### src/rtl/spl_mem.sv
// Entry store: one write port, one read port, registered read data.
// Depends on nothing.
module spl_mem #(
	parameter int DEPTH = 64,
	parameter int EW    = 64
) (
	input  logic                     clk,
	input  logic                     we,
	input  logic [$clog2(DEPTH)-1:0] waddr,
	input  logic [EW-1:0]            wdata,
	input  logic                     re,
	input  logic [$clog2(DEPTH)-1:0] raddr,
	output logic [EW-1:0]            rdata
);

	logic [EW-1:0] mem [DEPTH];
	logic [EW-1:0] rdata_q;

	always_ff @(posedge clk) begin
		if (we) begin
			mem[waddr] <= wdata;
		end
	end

	always_ff @(posedge clk) begin
		if (re) begin
			rdata_q <= mem[raddr];
		end
	end

	assign rdata = rdata_q;

endmodule

### config.mk
export PLATFORM = sky130hd
export DESIGN_NAME = spl_mem
export DESIGN_NICKNAME = d
export VERILOG_FILES = /design/src/rtl/spl_mem.sv
export SDC_FILE = /design/constraint.sdc
export NUM_CORES = 2
export LEC_CHECK = 0
export BUFFER_PORTS_ARGS = -buffer_cell sky130_fd_sc_hd__buf_4
export CAP_MARGIN = 20
export CELL_PAD_IN_SITES_DETAIL_PLACEMENT = 1
export CELL_PAD_IN_SITES_GLOBAL_PLACEMENT = 1
export CORE_ASPECT_RATIO = 1.4
export CORE_UTILIZATION = 51
export CTS_CLUSTER_DIAMETER = 200
export DETAILED_ROUTE_END_ITERATION = 12
export GPL_TIMING_DRIVEN = 0
export PLACE_DENSITY_LB_ADDON = 0.08
export SLEW_MARGIN = 5
export SYNTH_ARGS = -nofsm -noshare
export SYNTH_HDL_FRONTEND = slang
export SYNTH_SLANG_ARGS = --single-unit
### constraint.sdc
create_clock -name clk -period 6.1 [get_ports clk]
set_clock_uncertainty 0.1 [all_clocks]
set_input_delay 0.305 -clock clk [delete_from_list [all_inputs] [get_ports clk]]
set_output_delay 0.305 -clock clk [all_outputs]
set_load 0.05 [all_outputs]
==> After elaboration in Yosys (flattened, before gate mapping) <==
Memories as Yosys holds them, arrays and structs flattened. A register that Yosys moved wholly into a read port is not among the register bits.
Index checks and enable logic that the tools add are counted.
{ "totals": {"register_bits": 0, "latch_bits": 0, "ramBits": 4096, "romBits": 0, "in_bits": 79, "out_inout_bits": 64, "elab_cells": 3, "n_memories": 1} }
{ "memory_table": {"columns": ["name", "depth", "width", "rd", "rd_ports_with_merged_regs", "wr", "line_no", "text"], "rows": [
  ["mem", 64, 64, 1, 1, 1, "16", "logic [EW-1:0] mem [DEPTH];"]
]} }
{ "classes": {"add_sub_neg": 0, "multipliers": 0, "n_div": 0, "magnitude_cmp": 0, "eq_ne": 0, "n_shift": 0, "muxes": 2, "n_bitwise": 0, "n_reduce_logical": 0} }
{ "op_table": {"columns": ["operator", "n"], "rows": [
  ["1-bit 2-to-1 mux", 2]
]} }

==> Longest topological paths before layout <==
{ "depth": {"depth_word": 2, "mapped_depth": 9, "depth_no_buf": 5} }

==> Worst setup path before layout <==
OpenSTA, ideal clock, no wires.
{ "synth_timing": {"kind": "in2reg", "start": "in waddr[3]", "end": "mem mem[48][0] (enable)", "setup_ps": 564, "arrival_time_ps": 5177, "t_required_ps": 5436, "slack_ps": 259, "path_stages": 4, "path_buffers": 1, "path_cell_list": "clkbuf_1 > nor2b_1 > nand4b_1 > nor3_1"} }
{ "synth_rtl": {"columns": ["element", "line_no", "text"], "rows": [
  ["from (decl)", "9", "input logic [$clog2(DEPTH)-1:0] waddr,"],
  ["to (decl)", "16", null]
]} }
Straight into the memory's write port.

==> flow_summary_export.csv <==
group,metric,value,unit
drt,wire_per_inst,40.3,um
clock_network,post-cts-setup-buffers,0,
power,vdd_ir_drop_max,0.338,mV
logic_synthesis,netlist_instances,6598,
drt,postRouteAntennaNets,0,
logic_synthesis,synth.area.top_cells,"sky130_fd_sc_hd__edfxtp_1 (80%), sky130_fd_sc_hd__mux4_2 (15%), sky130_fd_sc_hd__mux2i_1 (0.86%)",
sta,holdWs,0.125,ns
floorplanning,start_util,51.4,%
drt,firstDrtPassIters,5,
place,detailedPlacementHpwl,323000,um
logic_synthesis,synth_area_per_cell,23.8,um^2
logic_synthesis,synth.yosys.warnings,0,
logic_synthesis,post_synth_instance_area,0.157,mm^2
logic_synthesis,yosys.area.top_type_share,79.6,%
drt,route.detailed.vias_per_inst,6.58,
layout,finish.net_count,7520,
setup_path,type_of_origin_of_the_critical_path,"input port",
setup_path,critical_path_arrival,4.42,ns
floorplanning,dieArea,0.310,mm^2
global_route,grtUsageTotal,30.6,%
power,switching_power,0.0130,W
clock_network,cts_sink_count,4160,
drt,initial_detailed_routing_violation_count,9998,
floorplanning,chipWidth,471,um
global_route,largest_net_degree_at_the_start_of_global_routing,65,
floorplanning,ioPinCount,143,
layout,final_cell_count_no_fill,11800,
sta,max-slew-margin-rel,14.2,%
sta,unrepaired_setup_endpoints_after_global_routing,"no",
power,switching_share,21.9,%
clock_network,holdBufCountCts,68,
logic_synthesis,synth-main-ff-cell,"sky130_fd_sc_hd__edfxtp_1",
power,static-leakage-power,56.8,nW
clock_network,h-tree-depth,5,
logic_synthesis,synth-edff-count,4160,
sta,setup_viol_count_final,0,
power,power_frac_seq,53.4,%
drt,routed_wl,474000,um
sta,endpoints_failing_hold,0,
power,pwr-share-clk,40.9,%
logic_synthesis,synth.largest_area_cell,"sky130_fd_sc_hd__edfxtp_1",
setup_path,critical_path.max_fanout,10,
layout,sequential_cell_area,0.125,mm^2
sta,fin_setup_tns,0,ns
place,port_buffers,134,
clock_network,cts_resizes,0,
clock_network,clock_network_latency_to_the_later_pin_of_the_worst_skew_pair,0.92,ns
global_route,antenna_found_initial,62,
floorplanning,die_h,658,um
logic_synthesis,netlist-cell-type-count,32,
place,gp_routability_congestion,0.797,
job,maxCapViolCount,0,
setup_path,critPathRequiredTime,6.56,ns
power,power.combinational.fraction,5.7,%
layout,area_of_the_multi_input_gates,0.0307,mm^2
clock_network,clkTransAtPathRegs,0.06,ns
layout,layout_cells_sized_above_1,29.4,%
drt,num_vias,77500,
power,power_per_cell_area,327,mW/mm^2
sta,maxClockFrequency,253,MHz
layout,flow.area_growth_from_synthesis,15.7,%
global_route,global_route_wire_length_before_repair,648000,um
logic_synthesis,mappedNetlistNets,6677,
sta,final_period_minus_worst_setup_slack,3.96,ns
global_route,grt-ovfl-total,0,
floorplanning,rows,240,
logic_synthesis,ys_seq_elements,4160,
clock_network,clk_root_buffer_cell,"sky130_fd_sc_hd__clkbuf_16",
setup_path,timing.setup.critical_path_class,"in -> reg",
drt,drc_errors,0,
clock_network,clock_tree.buffer_depth,4,
logic_synthesis,synth_seq_area_share,79.6,%
sta,final.period_utilization,64.9,%
sta,finalMaxSlewViolations,0,
setup_path,setup.worst_path.end_class,"flip-flop",
global_route,vias_in_the_first_global_route,81100,
run_status,run_status,"complete, no violations",
place,dpl.cell_count,11000,
clock_network,numCtsBuffers,391,
min_path,worstHoldPathType,"in -> reg",
power,p_int,0.0464,W
floorplanning,placeableCoreArea,0.306,mm^2
logic_synthesis,async_reset_ff_share,0,%
clock_network,cts_tree,"done",
layout,final.fill_count,24600,
sta,worstMarginPinSlew,1.29,ns
## area by class of cell
type	count	area share (%)
Buffer	370	0.982
Multi-Input combinational cell	2049	16.9
Tap cell	3993	2.75
Timing Repair Buffer	450	3.63
Clock inverter	240	1.26
Clock buffer	471	5.61
Antenna cell	23	0.0317
Sequential cell	4160	68.8
Inverter	19	0.0393
## worst paths after layout
check | startpoint | to | slack [ns] | cells past startpoint
setup / recovery | raddr[5] | rdata[6] | 2.14 | 6
hold / removal | waddr[0] | mem[48][2] | 0.13 | 3
setup reg to reg | mem[61][35] | rdata[35] | 3.06 | 5
hold reg to reg | mem[59][50] | rdata[50] | 0.87 | 4
## per-layer routing
| metal | global-route usage, % | vias to the layer above | routed length, um |
|---|---|---|---|
| met5 | 0 | - | 175 |
| met4 | 12.4 | 26 | 20600 |
| met3 | 5.36 | 817 | 37100 |
| met2 | 52.7 | 3774 | 245000 |
| met1 | 38.6 | 42500 | 171000 |
| li1 | - | 30300 | - |
## per-stage QoR
step	util (%)	cell area (um^2)	setup slack, ns	power (W)
global route	59.4	182000	2.28	0.0607
floorplan	-	157000	0.259	0.0340
CTS	59.4	182000	2.23	0.0598
finish	59.4	182000	2.14	0.0594
detailed placement	55.1	168000	1.25	0.0357
global placement	53.3	163000	-7.43	0.0356
## state kept, by name (all words and copies together) (netlist names)
signal	count
mem	4096
rdata	64
## cell usage after synthesis, types with 26 or more instances
library cell,n
sky130_fd_sc_hd__buf_2,170
sky130_fd_sc_hd__or3_1,29
sky130_fd_sc_hd__o221ai_1,38
sky130_fd_sc_hd__o22ai_1,83
sky130_fd_sc_hd__or2_2,28
sky130_fd_sc_hd__edfxtp_1,4160
sky130_fd_sc_hd__a41oi_1,26
sky130_fd_sc_hd__nand2_1,58
sky130_fd_sc_hd__a22oi_1,168
sky130_fd_sc_hd__a22o_1,88
sky130_fd_sc_hd__nor2b_1,28
sky130_fd_sc_hd__clkbuf_1,140
sky130_fd_sc_hd__a211oi_1,63
sky130_fd_sc_hd__mux4_2,1024
sky130_fd_sc_hd__mux2i_1,135
sky130_fd_sc_hd__buf_4,34
sky130_fd_sc_hd__nor2_1,112
sky130_fd_sc_hd__and3_1,64
sky130_fd_sc_hd__nand3_1,45
## cell families after synthesis
logic type      share of synthesized area [%]
compound gates                           2.47
buf+inv                                  1.18
flops                                    79.6
mux                                      15.6
simple gates                             1.23
## placed cells by master, fill, tap and decap left out, drive strengths merged, types with 3 or more instances in the layout
cell            n
a211oi         63
a22o           88
a22oi         168
a2bb2oi        19
a31oi          18
a41oi          26
and2            3
and3           64
buf           612
bufinv         41
clkbuf        611
clkinv        174
clkinvlp       19
diode          23
dlygate4sd3    68
edfxtp       4160
inv            25
mux2i         135
mux4         1024
nand2          58
nand2b         11
nand3          45
nor2          112
nor2b          28
o221ai         38
o22ai          83
or2            28
or3            29
## power groups by stage
stage | Clock (W) | Sequential [W] | Combinational [W]
after global placement | 0 | 0.0324 | 0.00316
after CTS | 0.0246 | 0.0318 | 0.00337
after detailed placement | 0 | 0.0324 | 0.00333
after floorplan | 0 | 0.0325 | 0.00147
final | 0.0243 | 0.0318 | 0.00336
after global routing | 0.0255 | 0.0318 | 0.00349
## worst max-delay path, cell delays in order
cell and delay [ns]:
sky130_fd_sc_hd__buf_4 0.16, sky130_fd_sc_hd__clkbuf_1 0.41, sky130_fd_sc_hd__nand2_1 0.97, sky130_fd_sc_hd__clkbuf_1 0.90
sky130_fd_sc_hd__a31oi_1 0.63, sky130_fd_sc_hd__a211oi_1 1.03
(Power assumes the default switching activity.)
