==> src/rtl/spl_pkg.sv <==
// Shared types, codes and helpers for the sorted priority list.
// No dependencies.
package spl_pkg;

	localparam int DEPTH_DEF        = 64;
	localparam int HANDLE_WIDTH_DEF = 32;

	typedef enum logic [2:0] {
		ACT_INSERT     = 3'd0,
		ACT_REM_INDEX  = 3'd1,
		ACT_REM_SLICE  = 3'd2,
		ACT_REM_HANDLE = 3'd3,
		ACT_REM_PRANGE = 3'd4,
		ACT_READ       = 3'd5
	} action_t;

	localparam logic [1:0] ST_DONE    = 2'd0;
	localparam logic [1:0] ST_FULL    = 2'd1;
	localparam logic [1:0] ST_RANGE   = 2'd2;
	localparam logic [1:0] ST_NOMATCH = 2'd3;

	localparam logic [1:0] ORD_GT = 2'd0;
	localparam logic [1:0] ORD_GE = 2'd1;
	localparam logic [1:0] ORD_LT = 2'd2;
	localparam logic [1:0] ORD_LE = 2'd3;

	localparam logic [1:0] ORDER_MODE_RESET = ORD_LE;

	typedef struct packed {
		logic [1:0]         status;
		logic [6:0]         entry_count;
		logic signed [31:0] read_priority;
		logic [31:0]        read_handle;
	} result_t;

	// stored priority checked against the new one
	function automatic logic order_pass(logic signed [31:0] stored,
			logic signed [31:0] p, logic [1:0] mode);
		logic r;
		case (mode)
			ORD_GT:  r = stored > p;
			ORD_GE:  r = stored >= p;
			ORD_LT:  r = stored < p;
			default: r = stored <= p;
		endcase
		return r;
	endfunction

endpackage

==> src/rtl/spl_ctrl.sv <==
// Sequencer: scans and shifts the entry store one entry per cycle.
// Depends on spl_pkg; drives spl_mem ports.
module spl_ctrl #(
	parameter int DEPTH        = spl_pkg::DEPTH_DEF,
	parameter int HANDLE_WIDTH = spl_pkg::HANDLE_WIDTH_DEF,
	localparam int AW = $clog2(DEPTH),
	localparam int EW = 32 + HANDLE_WIDTH
) (
	input  logic               clk,
	input  logic               arst_n,
	input  logic               in_valid,
	output logic               in_ready,
	input  logic [2:0]         action,
	input  logic signed [31:0] priority_req,
	input  logic signed [31:0] priority_b,
	input  logic [31:0]        item_handle,
	input  logic [6:0]         index_a,
	input  logic [6:0]         index_b,
	input  logic [1:0]         order_mode,
	output logic               res_valid,
	input  logic               res_ready,
	output spl_pkg::result_t   res,
	output logic               mem_we,
	output logic [AW-1:0]      mem_waddr,
	output logic [EW-1:0]      mem_wdata,
	output logic               mem_re,
	output logic [AW-1:0]      mem_raddr,
	input  logic [EW-1:0]      mem_rdata
);

	localparam int CW = $clog2(DEPTH + 1);
	localparam int XW = (CW > 7) ? CW : 7;
	localparam int HW = HANDLE_WIDTH;

	typedef enum logic [2:0] {
		S_IDLE, S_SCAN, S_SHDN, S_SHUP, S_RD, S_RDW, S_FIN
	} state_t;

	state_t                state_q;
	spl_pkg::action_t      kind_q;
	logic signed [31:0]    pa_q, lo_q, hi_q;
	logic [HW-1:0]         hdl_q;
	logic [CW-1:0]         count_q, ptr_q, ridx_s1, n_q, pos_q, first_q, last_q;
	logic                  rv_s1, found_q;
	logic [AW-1:0]         ia_q;
	logic [1:0]            st_q;
	logic signed [31:0]    rp_q;
	logic [31:0]           rh_q;

	logic signed [31:0]    rd_p;
	logic [HW-1:0]         rd_h;
	logic                  stop, issue, scan_end, sh_end, in_match;
	logic [XW-1:0]         ia_x, ib_x, cnt_x, slo_x, shi_x;
	logic [HW-1:0]         hdl_in;

	assign rd_p   = mem_rdata[EW-1:HW];
	assign rd_h   = mem_rdata[HW-1:0];
	assign hdl_in = HW'(item_handle);
	assign ia_x   = XW'(index_a);
	assign ib_x   = XW'(index_b);
	assign cnt_x  = XW'(count_q);
	assign slo_x  = (ia_x <= ib_x) ? ia_x : ib_x;
	assign shi_x  = (ia_x <= ib_x) ? ib_x : ia_x;

	always_comb begin
		stop = 1'b0;
		case (kind_q)
			spl_pkg::ACT_INSERT:     stop = spl_pkg::order_pass(rd_p, pa_q, order_mode);
			spl_pkg::ACT_REM_HANDLE: stop = (rd_h == hdl_q);
			spl_pkg::ACT_REM_PRANGE: stop = (rd_p > hi_q);
			default:                 stop = 1'b0;
		endcase
		stop = stop && rv_s1 && (state_q == S_SCAN);
		in_match = rv_s1 && !(rd_p < lo_q) && !(rd_p > hi_q);
	end

	always_comb begin
		issue = 1'b0;
		mem_raddr = ptr_q[AW-1:0];
		case (state_q)
			S_SCAN, S_SHDN: issue = !stop && (ptr_q < count_q);
			S_SHUP: begin
				issue = ptr_q > pos_q;
				mem_raddr = AW'(ptr_q - 1'b1);
			end
			S_RD: begin
				issue = 1'b1;
				mem_raddr = ia_q;
			end
			default: issue = 1'b0;
		endcase
		mem_re   = issue;
		scan_end = stop || (!rv_s1 && !issue);
		sh_end   = !rv_s1 && !issue;
	end

	always_comb begin
		mem_we    = 1'b0;
		mem_waddr = AW'(ridx_s1 - n_q);
		mem_wdata = mem_rdata;
		case (state_q)
			S_SHDN: mem_we = rv_s1;
			S_SHUP: begin
				if (rv_s1) begin
					mem_we    = 1'b1;
					mem_waddr = AW'(ridx_s1 + 1'b1);
				end else if (sh_end) begin
					mem_we    = 1'b1;
					mem_waddr = pos_q[AW-1:0];
					mem_wdata = {pa_q, hdl_q};
				end
			end
			default: mem_we = 1'b0;
		endcase
	end

	assign in_ready  = (state_q == S_IDLE);
	assign res_valid = (state_q == S_FIN);
	assign res.status        = st_q;
	assign res.entry_count   = 7'(count_q);
	assign res.read_priority = rp_q;
	assign res.read_handle   = rh_q;

	always_ff @(posedge clk or negedge arst_n) begin
		if (!arst_n) begin
			state_q <= S_IDLE;
			count_q <= '0;
			rv_s1   <= 1'b0;
		end else begin
			rv_s1   <= issue && (state_q != S_RD);
			ridx_s1 <= (state_q == S_SHUP) ? CW'(ptr_q - 1'b1) : ptr_q;
			if (issue) begin
				ptr_q <= (state_q == S_SHUP) ? CW'(ptr_q - 1'b1) : CW'(ptr_q + 1'b1);
			end
			case (state_q)
				S_IDLE: begin
					if (in_valid) begin
						kind_q  <= spl_pkg::action_t'(action);
						pa_q    <= priority_req;
						lo_q    <= (priority_req < priority_b) ? priority_req : priority_b;
						hi_q    <= (priority_req < priority_b) ? priority_b : priority_req;
						hdl_q   <= hdl_in;
						rp_q    <= '0;
						rh_q    <= '0;
						st_q    <= spl_pkg::ST_DONE;
						ptr_q   <= '0;
						found_q <= 1'b0;
						case (action)
							spl_pkg::ACT_INSERT: begin
								if (count_q == CW'(DEPTH)) begin
									st_q    <= spl_pkg::ST_FULL;
									state_q <= S_FIN;
								end else begin
									state_q <= S_SCAN;
								end
							end
							spl_pkg::ACT_REM_INDEX: begin
								if (ia_x >= cnt_x) begin
									st_q    <= spl_pkg::ST_RANGE;
									state_q <= S_FIN;
								end else begin
									ptr_q   <= CW'(ia_x + 1'b1);
									n_q     <= CW'(1);
									state_q <= S_SHDN;
								end
							end
							spl_pkg::ACT_REM_SLICE: begin
								if (ia_x > cnt_x || ib_x > cnt_x) begin
									st_q    <= spl_pkg::ST_RANGE;
									state_q <= S_FIN;
								end else if (slo_x == shi_x) begin
									state_q <= S_FIN;
								end else begin
									ptr_q   <= CW'(shi_x);
									n_q     <= CW'(shi_x - slo_x);
									state_q <= S_SHDN;
								end
							end
							spl_pkg::ACT_REM_HANDLE, spl_pkg::ACT_REM_PRANGE: begin
								state_q <= S_SCAN;
							end
							spl_pkg::ACT_READ: begin
								if (ia_x >= cnt_x) begin
									st_q    <= spl_pkg::ST_RANGE;
									state_q <= S_FIN;
								end else begin
									ia_q    <= AW'(ia_x);
									state_q <= S_RD;
								end
							end
							default: state_q <= S_FIN;
						endcase
					end
				end
				S_SCAN: begin
					if (kind_q == spl_pkg::ACT_REM_PRANGE && in_match && !stop) begin
						found_q <= 1'b1;
						last_q  <= ridx_s1;
						if (!found_q) begin
							first_q <= ridx_s1;
						end
					end
					if (scan_end) begin
						rv_s1 <= 1'b0;
						case (kind_q)
							spl_pkg::ACT_INSERT: begin
								pos_q   <= stop ? ridx_s1 : count_q;
								ptr_q   <= count_q;
								state_q <= S_SHUP;
							end
							spl_pkg::ACT_REM_HANDLE: begin
								if (stop) begin
									ptr_q   <= CW'(ridx_s1 + 1'b1);
									n_q     <= CW'(1);
									state_q <= S_SHDN;
								end else begin
									st_q    <= spl_pkg::ST_NOMATCH;
									state_q <= S_FIN;
								end
							end
							default: begin
								if (found_q) begin
									ptr_q   <= CW'(last_q + 1'b1);
									n_q     <= CW'(last_q - first_q + 1'b1);
									state_q <= S_SHDN;
								end else begin
									st_q    <= spl_pkg::ST_NOMATCH;
									state_q <= S_FIN;
								end
							end
						endcase
					end
				end
				S_SHDN: begin
					if (sh_end) begin
						count_q <= count_q - n_q;
						state_q <= S_FIN;
					end
				end
				S_SHUP: begin
					if (sh_end) begin
						count_q <= CW'(count_q + 1'b1);
						state_q <= S_FIN;
					end
				end
				S_RD:  state_q <= S_RDW;
				S_RDW: begin
					rp_q    <= rd_p;
					rh_q    <= 32'(rd_h);
					state_q <= S_FIN;
				end
				S_FIN: begin
					if (res_ready) begin
						state_q <= S_IDLE;
					end
				end
				default: state_q <= S_IDLE;
			endcase
		end
	end

endmodule

==> config.mk <==
export PLATFORM = sky130hd
export DESIGN_NAME = spl_ctrl
export DESIGN_NICKNAME = d
export VERILOG_FILES = /design/src/rtl/spl_pkg.sv /design/src/rtl/spl_ctrl.sv
export SDC_FILE = /design/constraint.sdc
export NUM_CORES = 1
export LEC_CHECK = 0
export ABC_AREA = 1
export CAP_MARGIN = 0
export CORE_UTILIZATION = 60
export DETAILED_ROUTE_END_ITERATION = 6
export DONT_BUFFER_PORTS = 1
export PLACE_DENSITY = 0.77
export SLEW_MARGIN = 20
export SYNTH_ARGS = -nofsm -noshare
export SYNTH_HDL_FRONTEND = slang
export SYNTH_SLANG_ARGS = --single-unit
==> constraint.sdc <==
create_clock -name clk -period 13.9 [get_ports clk]
set_input_delay 1.39 -clock clk [delete_from_list [all_inputs] [get_ports clk]]
set_output_delay 1.39 -clock clk [all_outputs]
set_load 0.02 [all_outputs]
Word level (Yosys, flattened, before mapping)
Cells that the tools add are included.
- add/sub/neg operators: 11
- order comparisons: 13
- equality and inequality tests: 35
- muxes and demuxes: 76
- bitwise logic cells: 2
- reductions and logical operators: 38
- operators with widths (cell ; count):
    64-bit 2-to-1 mux ; 3
    7-bit 2-to-1 mux ; 22
    32-bit case mux with 2 select lines ; 2
    7-bit case mux with 2 select lines ; 7
    32-bit < comparator ; 3
    32-bit 2-to-1 mux ; 3
    32-bit > comparator ; 2
    7-bit by 1-bit adder with 7-bit output, second input constant ; 6
    32-bit == test ; 1
    32-bit greater-or-equal comparator ; 1
    32-bit less-or-equal comparator ; 1
    3-bit 2-to-1 mux ; 10
    7-bit > comparator ; 3
    7-bit subtractor ; 3
    3-bit == test, second input constant ; 6
    6-bit 2-to-1 mux ; 3
    3-bit inequality test, second input constant ; 6
    3-bit case mux with 6 select lines ; 1
    4-bit AND reduction ; 4
    3-bit by 2-bit == test with 1-bit output, second input constant ; 5
    3-bit case mux with 5 select lines ; 1
    2-bit 2-to-1 mux ; 7
    6-bit case mux with 2 select lines ; 1
    3-bit AND reduction ; 4
    other kinds (31) ; 70
- register bits after elaboration: 257
- input bits: 183
- output and inout port bits: 153
- logic and storage cells: 194

Longest topological paths before layout
- depth after elaboration: 13
- depth in mapped cells: 28

Least setup slack after synthesis
No wires, ideal clock.
- path type: input-to-reg
- start: in in_valid
- end: reg ia_q[0] (enable)
- data arrival time: 8228 ps
- setup slack: 5286 ps
- stages on the path: 6
- cells stage by stage: inv_1 -> nor2_1 -> inv_1 -> nor2_1 -> nand2_1 -> nor4_1
- longest elaborated chain between the ends: 1
- ends and longest elaborated chain (what ; line ; source):
    start, declared ; spl_ctrl.sv:11 ; input logic in_valid,
    5-bit AND reduction (no line) ; n/a ;
    end signal, assigned ; spl_ctrl.sv:187 ; ia_q <= AW'(ia_x);
    end, declared ; spl_ctrl.sv:45 ; logic [AW-1:0] ia_q;
Every way passes these cells.
A chain may end at the register's enable or synchronous reset.

Worst setup path after layout
- start: in mem_rdata[63]
- end: out mem_wdata[6]
- longest elaborated chain between the ends: 13
- ends and longest elaborated chain (what ; line ; source):
    start, declared ; spl_ctrl.sv:28 ; input logic [EW-1:0] mem_rdata
    32-bit less-or-equal comparator, or another cell as far along ; spl_pkg.sv:44 ; default: r = stored <= p;
    1-bit case mux with 3 select lines ; spl_pkg.sv:40 ; case (mode)
    1-bit case mux with 3 select lines * ; spl_ctrl.sv:67 ; case (kind_q)
    1-bit logical AND * (2 in series) ; spl_ctrl.sv:73 ; stop = stop && rv_s1 && (state_q == S_SCAN);
    1-bit zero test * ; spl_ctrl.sv:81 ; S_SCAN, S_SHDN: issue = !stop && (ptr_q < count_q);
    1-bit logical AND * ; spl_ctrl.sv:81 ;
    1-bit case mux with 3 select lines * ; spl_ctrl.sv:80 ; case (state_q)
    1-bit zero test * ; spl_ctrl.sv:94 ; sh_end = !rv_s1 && !issue;
    1-bit logical AND * ; spl_ctrl.sv:94 ;
    64-bit 2-to-1 mux * ; spl_ctrl.sv:107 ; end else if (sh_end) begin
    64-bit 2-to-1 mux * ; spl_ctrl.sv:104 ; if (rv_s1) begin
    64-bit 2-to-1 mux * ; spl_ctrl.sv:101 ; case (state_q)
    end, declared ; spl_ctrl.sv:25 ; output logic [EW-1:0] mem_wdata,
Mark *: on every way between the ends. The rest lies on a longest branch, timed or not.

==> results_dict.tcl <==
set metrics [dict create \
    synthArstFlopShare_pct 4.280 \
    cts_tree "built" \
    start_util_pct 61.12 \
    maxSlewHeadroom_pct 29.97 \
    period_share_pct 53.33 \
    end_kind "primary output" \
    min_period_ns 7.412 \
    clockRootBuffer "clkbuf_16" \
    grt_pass1_vias 13410 \
    yosys_warnings 0 \
    track_usage_pct 31.28 \
    drc 1 \
    grt_overflow_total 0 \
    post_dp_cell_area_mm2 0.01786 \
    postCtsSetupBuffers 0 \
    viasPerCell 5.841 \
    fin_hold_ws_ns 0.5218 \
    wl_um 47740 \
    r2r_setup_slack_ns 9.26 \
    dp_hpwl_um 37460 \
    status "finished, violations left" \
    dr.pass1.iters 7 \
    yosysMostFrequentCell "nand2_1" \
    cts_sinks 257 \
    die-width_um 173 \
    final.setup_skew_ns 0.01150 \
    dieArea_mm2 0.02993 \
    core_area_mm2 0.02870 \
    drt_iter0_drc 1003 \
    cp.required_ns 12.51 \
    syn_area_mm2 0.01754 \
    synth_cell_types 47 \
    synth_edf_count 246 \
    io_pins 336 \
    areaGrowthSynthToFinish_pct 6.825 \
    synthTopCellsByCount "339 x nand2_1, 337 x inv_1, 246 x edfxtp_1" \
    insertion_delay_ns 0.56 \
    met2_length_um 23300 \
    path_cells "ha_1, nand2_1, nor2_2, nand2_1, nor4_2, nand2_1, nand3_1, nand3_1, nand3_1, nand2_1, nand2_2, nand3_4, a21boi_4, nand3_4, nor2_8, buf_4, buf_4, o21ai_0" \
    drv_cap 0 \
    wl_per_cell_um 19.95 \
    row_count 62 \
    crit_path_frequent_cell "nand2_1" \
    start_kind "input port" \
    critical_path_class "in2out" \
    ir_worst_vdd_mv 0.1336 \
    syn_nets 2370 \
    path_depth 18 \
    synth_top_area_share_pct 42.11 \
    routabilityCongestion 0.9650 \
    worstRegToRegCells 9 \
    fmax_ghz 0.1349 \
    crit_arrival_ns 6.02 \
    cp_slowest_cell "buf_4" \
    grt_pass1_wl_um 73210 \
    power.leakage_nw 8.292 \
    tightest_slew_ns 1.045 \
    design_area_mm2 0.01874 \
    clock_path_buffers 3 \
    diodes 0 \
    setup_viol 0 \
    cts_buffers 28 \
    ant_nets 0 \
    cp_num_buf_inv 2 \
    slowest_delay_ns 0.92 \
    postSynthAreaPerCell_um2 8.803 \
    grt_max_degree 97 \
    hold_class "in2async" \
    io_buffers 0 \
    vias 13977 \
    nets 2364 \
    r2r-end "hi_q[22]" \
    drv_slew 0 \
    synth_top_area_cell "edfxtp_1" \
    synthFlopType "edfxtp_1" \
    antenna_found_initial 0 \
    rsz0062_at_grt "false" \
    hold_violations 0 \
    setup_ws_ns 6.488 \
    ys_ff_latch 257 \
    final.fill_count 2329 \
    fin_setup_tns_ns 0 \
    netlist_top_cells_area "edfxtp_1 42%, ha_1 14%, nand2_1 7.3%, inv_1 7.2%, nor2_1 4.0%" \
    crit_family "simple AND/OR/NAND/NOR gates" \
    pre_cts_ws_ns 6.595 \
    worstPathMaxFanout 81 \
    hold_buffers 0 \
    cts_resized 0 \
    drt-met1-wl_um 18950 \
    path_clk_slew_ns 0.06 \
    synthCells 1993 \
    drive_above_1_share_pct 7.914 \
    startpoint "mem_rdata[63]" \
    cts_max_level 1 \
    crit_path_end "mem_wdata[6]" \
    top_layer "met4" \
    wl_met3_um 4092 \
    ys_seq_area_share_pct 43.67 \
    chipHeight_um 173 \
    powerDensity_mw_per_mm2 160.1 \
    violations "design-rule violations" \
    rr_startpoint "state_q[2]" \
]
## cell usage in the layout, fill, tap and decap left out, drive strengths merged, types with 7 or more instances in the layout
cell type / count
o21ai: 179
a211oi: 9
xnor2: 25
o211ai: 14
nand3: 85
o22ai: 8
nand4: 30
a31oi: 7
dfrtp: 11
a21oi: 136
clkinv: 11
inv: 338
edfxtp: 246
ha: 191
xor2: 30
clkbuf: 33
nor4: 10
buf: 10
nor3: 21
nand2: 373
nor2: 190
o221ai: 8
clkinvlp: 7
## final cells by class
class	instances	area [um2]	area share [%]
well taps	384	480.5	2.564
inverters	338	1269	6.770
clock buffers	33	719.4	3.839
repair buffers	10	75.07	0.4006
multi-input cells	1352	8371	44.66
clock inverters	19	165.2	0.8812
flip-flops and latches	257	7662	40.88
## stage by stage
step	instances	utilization, %	power, mW
floorplan	1993	-	1.994
global placement	2341	62.21	2.249
detailed placement	2341	62.21	2.279
CTS	2393	65.30	2.992
global route	2393	65.30	3.155
finish	2393	65.30	3.001
## sequential cells by signal, summed over array words and instances (netlist names), 6 cells and up
register and count:
pos_q 7, hdl_q 32, cnt_x 7, ptr_q 7
lo_q 32, rh_q 32, n_q 7, pa_q 32
hi_q 32, last_q 7, first_q 7, ia_q 6
rp_q 32, ridx_s1 7
## worst min-delay path by stage
stage / to / slack [ns] / cells past startpoint
after CTS: state_q[1] / 0.50 / 0
after global placement: last_q[6] / 0.57 / 0
after floorplan: first_q[6] / 0.49 / 0
after detailed placement: first_q[6] / 0.56 / 0
after global routing: state_q[2] / 0.50 / 0
final: state_q[2] / 0.52 / 0
## cells by family (layout without fill, tap and decap cells)
kind of cell	count (synthesis)	count (layout)	synth area share, %
compound gates	383	383	13.13
simple gates	720	720	17.71
buf+inv	384	400	8.779
flops	257	257	43.67
fa+ha+maj	194	194	13.96
xor+xnor	55	55	2.746
## per-layer routing
metal	global-route usage, %	vias up
met5	0	-
met4	9.808	0
met3	6.860	84
met2	54.27	638
met1	38.85	6525
li1	-	6730
## report_power, final
group	internal (mW)	leakage [nW]	switching [mW]	total [mW]
sequential	1.02	2.40	0.177	1.19
combinational	0.326	5.48	0.768	1.09
clock	0.393	0.408	0.321	0.714
total	1.74	8.29	1.27	3.00
Power figures use the tool's default switching activity.
